===== src/sv/srpc_pkg.sv =====
`timescale 1ns / 1ps
package srpc_pkg;

    localparam logic [1:0] OP_ADD        = 2'd0;
    localparam logic [1:0] OP_CLOSE      = 2'd1;
    localparam logic [1:0] OP_MERGE_DONE = 2'd2;

    localparam logic [1:0] STS_OK   = 2'd0;
    localparam logic [1:0] STS_LATE = 2'd1;
    localparam logic [1:0] STS_BUSY = 2'd2;
    localparam logic [1:0] STS_FULL = 2'd3;

    localparam logic [31:0] WINDOW_RESET = 32'd1000;

    typedef struct packed {
        logic [1:0]  opcode;
        logic [63:0] timestamp;
        logic [31:0] sub_key;
    } t_in_word;

    typedef struct packed {
        logic [1:0]  status;
        logic [5:0]  run_index;
        logic        new_run;
        logic        checkpoint_taken;
        logic [63:0] split_timestamp;
    } t_out_word;

    typedef struct packed {
        logic [63:0] top_time;
        logic [31:0] top_param;
    } t_run_top;

    typedef enum logic [2:0] {
        S_IDLE,
        S_CHECK,
        S_DIVIDE,
        S_SEARCH,
        S_EVAL,
        S_FOUND,
        S_OUT
    } t_state;

endpackage


===== src/sv/srpc_div.sv =====
`timescale 1ns / 1ps
module srpc_div import srpc_pkg::*; (
    input  logic        i_clk,
    input  logic        i_rst_n,
    input  logic        i_start,
    input  logic [63:0] i_dividend,
    input  logic [31:0] i_divisor,
    output logic        o_done,
    output logic [63:0] o_quotient
);

    logic        r_run;
    logic        r_done;
    logic [5:0]  r_cnt;
    logic [63:0] r_quo;
    logic [31:0] r_rem;
    logic [31:0] r_div;

    logic [32:0] rem_sh;
    logic        ge;
    logic [32:0] rem_sub;

    assign rem_sh  = {r_rem, r_quo[63]};
    assign ge      = rem_sh >= {1'b0, r_div};
    assign rem_sub = rem_sh - {1'b0, r_div};

    always_ff @(posedge i_clk) begin
        if (!i_rst_n) begin
            r_run  <= 1'b0;
            r_done <= 1'b0;
            r_cnt  <= '0;
        end else begin
            r_done <= 1'b0;
            if (i_start) begin
                r_run <= 1'b1;
                r_cnt <= 6'd63;
            end else if (r_run) begin
                r_cnt <= r_cnt - 6'd1;
                if (r_cnt == 6'd0) begin
                    r_run  <= 1'b0;
                    r_done <= 1'b1;
                end
            end
        end
    end

    always_ff @(posedge i_clk) begin
        if (i_start) begin
            r_quo <= i_dividend;
            r_rem <= '0;
            r_div <= i_divisor;
        end else if (r_run) begin
            r_quo <= {r_quo[62:0], ge};
            r_rem <= ge ? rem_sub[31:0] : rem_sh[31:0];
        end
    end

    assign o_done     = r_done;
    assign o_quotient = r_quo;

endmodule

===== config.mk =====
export PLATFORM = sky130hd
export DESIGN_NAME = srpc_div
export DESIGN_NICKNAME = d
export VERILOG_FILES = /design/src/sv/srpc_pkg.sv /design/src/sv/srpc_div.sv
export SDC_FILE = /design/constraint.sdc
export NUM_CORES = 1
export LEC_CHECK = 0
export ABC_AREA = 1
export ABC_CLOCK_PERIOD_IN_PS = 3500
export BUFFER_PORTS_ARGS = -buffer_cell sky130_fd_sc_hd__buf_4
export CORE_UTILIZATION = 45
export CTS_BUF_LIST = sky130_fd_sc_hd__clkbuf_8 sky130_fd_sc_hd__clkbuf_16
export CTS_CLUSTER_DIAMETER = 100
export DETAILED_ROUTE_END_ITERATION = 16
export HOLD_SLACK_MARGIN = 0.03
export PLACE_DENSITY = 0.71
export REMOVE_ABC_BUFFERS = 1
export SLEW_MARGIN = 20
export SYNTH_ARGS = -nofsm -noshare
export SYNTH_HDL_FRONTEND = slang
export SYNTH_SLANG_ARGS = --single-unit
export TNS_END_PERCENT = 50

===== constraint.sdc =====
create_clock -name i_clk -period 3.5 [get_ports i_clk]
set_input_delay 0.35 -clock i_clk [delete_from_list [all_inputs] [get_ports i_clk]]
set_output_delay 0.35 -clock i_clk [all_outputs]
set_load 0.01 [all_outputs]

==> out/summary.md <==
- final clock skew: 0.01324 ns
- Detailed Route WL: 22130 um
- Setup TNS: 0 ns
- register share of total power: 42.7%
- CTS root buffer: sky130_fd_sc_hd__clkbuf_16
- Die Y: 137.7 um
- post-synthesis sequential area ratio: 44.44%
- # Post-CTS Setup Buffers: 0
- # clock sinks: 136
- count of filler cells inserted in the layout: 1706
- arrival time at the worst endpoint: 2.86 ns
- leak pwr: 0.005497 uW
- worst hold slack after final layout: 0.09245 ns
- overall power after layout: 4518 uW
- cell-by-cell trace of the critical path: inv_1, ha_1, nand2_1, inv_2, nand2_2, inv_1, a21oi_1, nand2_2, nor2_8, nand2_8, nand2_1, nand3_1, o21ai_1
- IO Count: 164
- CTS Hold Bufs: 0
- final critical path time including I/O delays and setup: 2.507 ns
- GRT Total Usage: 24.83%
- Crit Reg-Reg Startpoint: r_div[30]
- CTS tree: built
- Mean Syn Cell Area: 7.310 um^2
- net switching fraction of the power: 25.83%
- category of the worst setup path launch point: register
- critical setup path kind: register to register
- count of buffers from port buffering: 163
- stage delay of the slowest cell on the critical path: 0.47 ns
- DRC: 0
- Peak Freq: 0.3988 GHz
- number of antenna violations at the first check in global routing: 0
- critical path data required time: 3.85 ns
- CP bufs+invs: 3
- number of global-route vias before repair: 7147
- worst-case clock buffer depth: 2
- Die W: 137.7 um
- logic depth of the worst register-to-register path: 13
- number of synthesized flops with an enable pin: 96
- CTS-repair resized insts: 0
- CP max stage cell: sky130_fd_sc_hd__nor2_8
- Final Cycle Share: 71.64%
- latest clock arrival within the worst-skew pair: 0.43 ns
- H-tree Lvls: 4
- Placeable Area: 18020 um^2
- cell depth of the worst setup path: 13
- share of final-layout standard cells stronger than drive strength 1: 18.33%
- tightest slew margin relative to the limit: 37.13%
- total grt overflow: 0
- cell area power density: 437.2 nW/um^2
- wire per inst: 14.44 um
- Die Area: 18970 um^2
- clock buffers created by TritonCTS: 17
- maximum VDD drop: 0.4277 mV
- clock power share: 43.7%
- DR iter-0 viols: 457
- cell-internal power: 3351 uW
- combinational share of power: 13.6%
- final setup vio count: 0
- Least-Margin Pin Slew: 0.9431 ns
- number of warning messages in the yosys log: 0
- drt pass-1 iters: 7
- Routability Congestion: 0.9854
- timing startpoint of the critical path: r_div[30]
- post-route antenna net violation count: 0
- via total after detailed routing: 7415
- RSZ-0062 raised after global routing: no
- clock input transition at the sequential cells of the worst setup and hold paths: 0.07 ns
- capture instance of the worst register-to-register path: r_rem[5]
- CP max FO: 34
- Starting Density: 45.99%
- Max Slew Vio Count: 0
- Synth Flop Type: sky130_fd_sc_hd__edfxtp_1
- # diodes: 0
- endpoint class of the critical path: register
- Synth cell types: 42
- slack of the worst reg-to-reg path: 0.99 ns
- maximum number of pins on one net before global-route repair: 85
- number of flip-flops and latches in the synthesized netlist: 136
- area of the multi-input gates: 3735 um^2
- CP endpoint: r_rem[5]
- cell class contributing the biggest share of worst-path delay: simple AND/OR/NAND/NOR gates
- post-layout util: 57.33%
- detailed-route vias per instance: 4.837
- status: completed
- num rows: 49
- Syn-to-layout area delta: 24.66%
- FF/Latch Area: 3684 um^2
- final number of hold-violating endpoints: 0
- first-pass GRT wire length: 35680 um
- area of the mapped netlist: 8289 um^2
- instance count of the mapped netlist: 1134
- Maximum Capacitance Violations: 0
- half-perimeter wire length after placement: 16270 um
- async set-reset flop share out of synthesis: 0%
- switching power: 1167 uW
- net count reported at finish: 1425
- class of the most critical hold timing path: primary input to register
[worst reg2reg max path, cell delays in order (launching register included)]
cell and delay (ns):
sky130_fd_sc_hd__edfxtp_1 0.32, sky130_fd_sc_hd__inv_1 0.04, sky130_fd_sc_hd__ha_1 0.38, sky130_fd_sc_hd__nand2_1 0.17, sky130_fd_sc_hd__inv_2 0.06, sky130_fd_sc_hd__nand2_2 0.10
sky130_fd_sc_hd__inv_1 0.05, sky130_fd_sc_hd__a21oi_1 0.16, sky130_fd_sc_hd__nand2_2 0.11, sky130_fd_sc_hd__nor2_8 0.47, sky130_fd_sc_hd__nand2_8 0.28, sky130_fd_sc_hd__nand2_1 0.14
sky130_fd_sc_hd__nand3_1 0.07, sky130_fd_sc_hd__o21ai_1 0.10
[cell usage in the layout, fill, tap and decap left out, drive strengths merged, types with 16 or more instances in the layout]
cell type	instances
inv	195
buf	168
clkbuf	17
nor2	51
a21oi	24
dfxtp	40
nand2	510
o21ai	17
ha	34
nand3b	16
edfxtp	96
nand3	82
[state kept, by name (all words and copies together) (netlist names)]
register / flops
o_done: 1
r_rem: 32
r_div: 32
o_quotient: 64
r_cnt: 6
r_run: 1
[synth_stat cells (4+ instances only)]
cell | number | share of area [%]
sky130_fd_sc_hd__a21oi_1 | 23 | 1.4
sky130_fd_sc_hd__xnor2_1 | 14 | 1.5
sky130_fd_sc_hd__buf_2 | 6 | 0.36
sky130_fd_sc_hd__nand3b_1 | 16 | 1.4
sky130_fd_sc_hd__o21ai_1 | 9 | 0.54
sky130_fd_sc_hd__inv_2 | 11 | 0.50
sky130_fd_sc_hd__edfxtp_1 | 96 | 35
sky130_fd_sc_hd__nor2_1 | 42 | 1.9
sky130_fd_sc_hd__clkbuf_1 | 16 | 0.72
sky130_fd_sc_hd__o21ai_0 | 7 | 0.42
sky130_fd_sc_hd__ha_1 | 34 | 5.1
sky130_fd_sc_hd__nand2_2 | 9 | 0.68
sky130_fd_sc_hd__nand2_1 | 499 | 23
sky130_fd_sc_hd__nand4_1 | 9 | 0.68
sky130_fd_sc_hd__nand3_1 | 79 | 4.8
sky130_fd_sc_hd__nor2_2 | 5 | 0.38
sky130_fd_sc_hd__inv_1 | 176 | 8.0
sky130_fd_sc_hd__dfxtp_1 | 40 | 9.7
sky130_fd_sc_hd__buf_6 | 5 | 0.68
sky130_fd_sc_hd__clkinv_1 | 4 | 0.18
[cell families after synthesis]
family / synth area share (%)
AO/OA/AOI/OAI: 3.381
XOR/XNOR: 1.585
adder cells (fa/ha/maj): 5.374
buffers and inverters: 10.60
flip-flops: 44.44
AND/OR/NAND/NOR: 34.63
[layout make-up]
class	instances	area share [%]
clock buffers	17	4.117
well taps	229	2.773
flip-flops and latches	136	35.65
multi-input cells	777	36.14
clock inverters	15	2.058
repair buffers	168	12.33
inverters	191	6.938
[power by group through the flow]
stage	combinational, uW	clock (uW)	sequential (uW)
floorplan	263	0	1990
global placement	610	0	1960
detailed placement	617	0	1960
CTS	618	2000	1930
global route	684	2070	1940
finish	614	1970	1930
[per-stage QoR]
stage	worst slack (ns)	instances	instance area (um^2)
CTS	0.9818	1533	10330
floorplan	0.5201	1104	8128
finish	0.9928	1533	10330
detailed placement	0.9942	1501	9696
global placement	0.9845	1501	9696
global route	0.6606	1533	10330
[how the worst min path moves through the flow]
stage / startpoint / to / slack [ns] / depth (start not counted)
final: i_divisor[15] / r_div[15] / 0.09 / 1
after global routing: i_divisor[11] / r_div[11] / 0.07 / 1
after CTS: i_divisor[24] / r_div[24] / 0.08 / 1
after detailed placement: r_rem[16] / r_rem[16] / 0.46 / 2
after global placement: r_cnt[0] / r_cnt[0] / 0.43 / 1
after floorplan: r_cnt[0] / r_cnt[0] / 0.42 / 1
[routing by layer]
metal	GRT usage, %	share of wire, %	vias to the layer above
li1	-	-	3839
met1	30.23	43	3323
met2	42.27	48	229
met3	7.910	7.2	24
met4	6.220	1.1	0
met5	0	0	-
(Power assumes the default switching activity.)
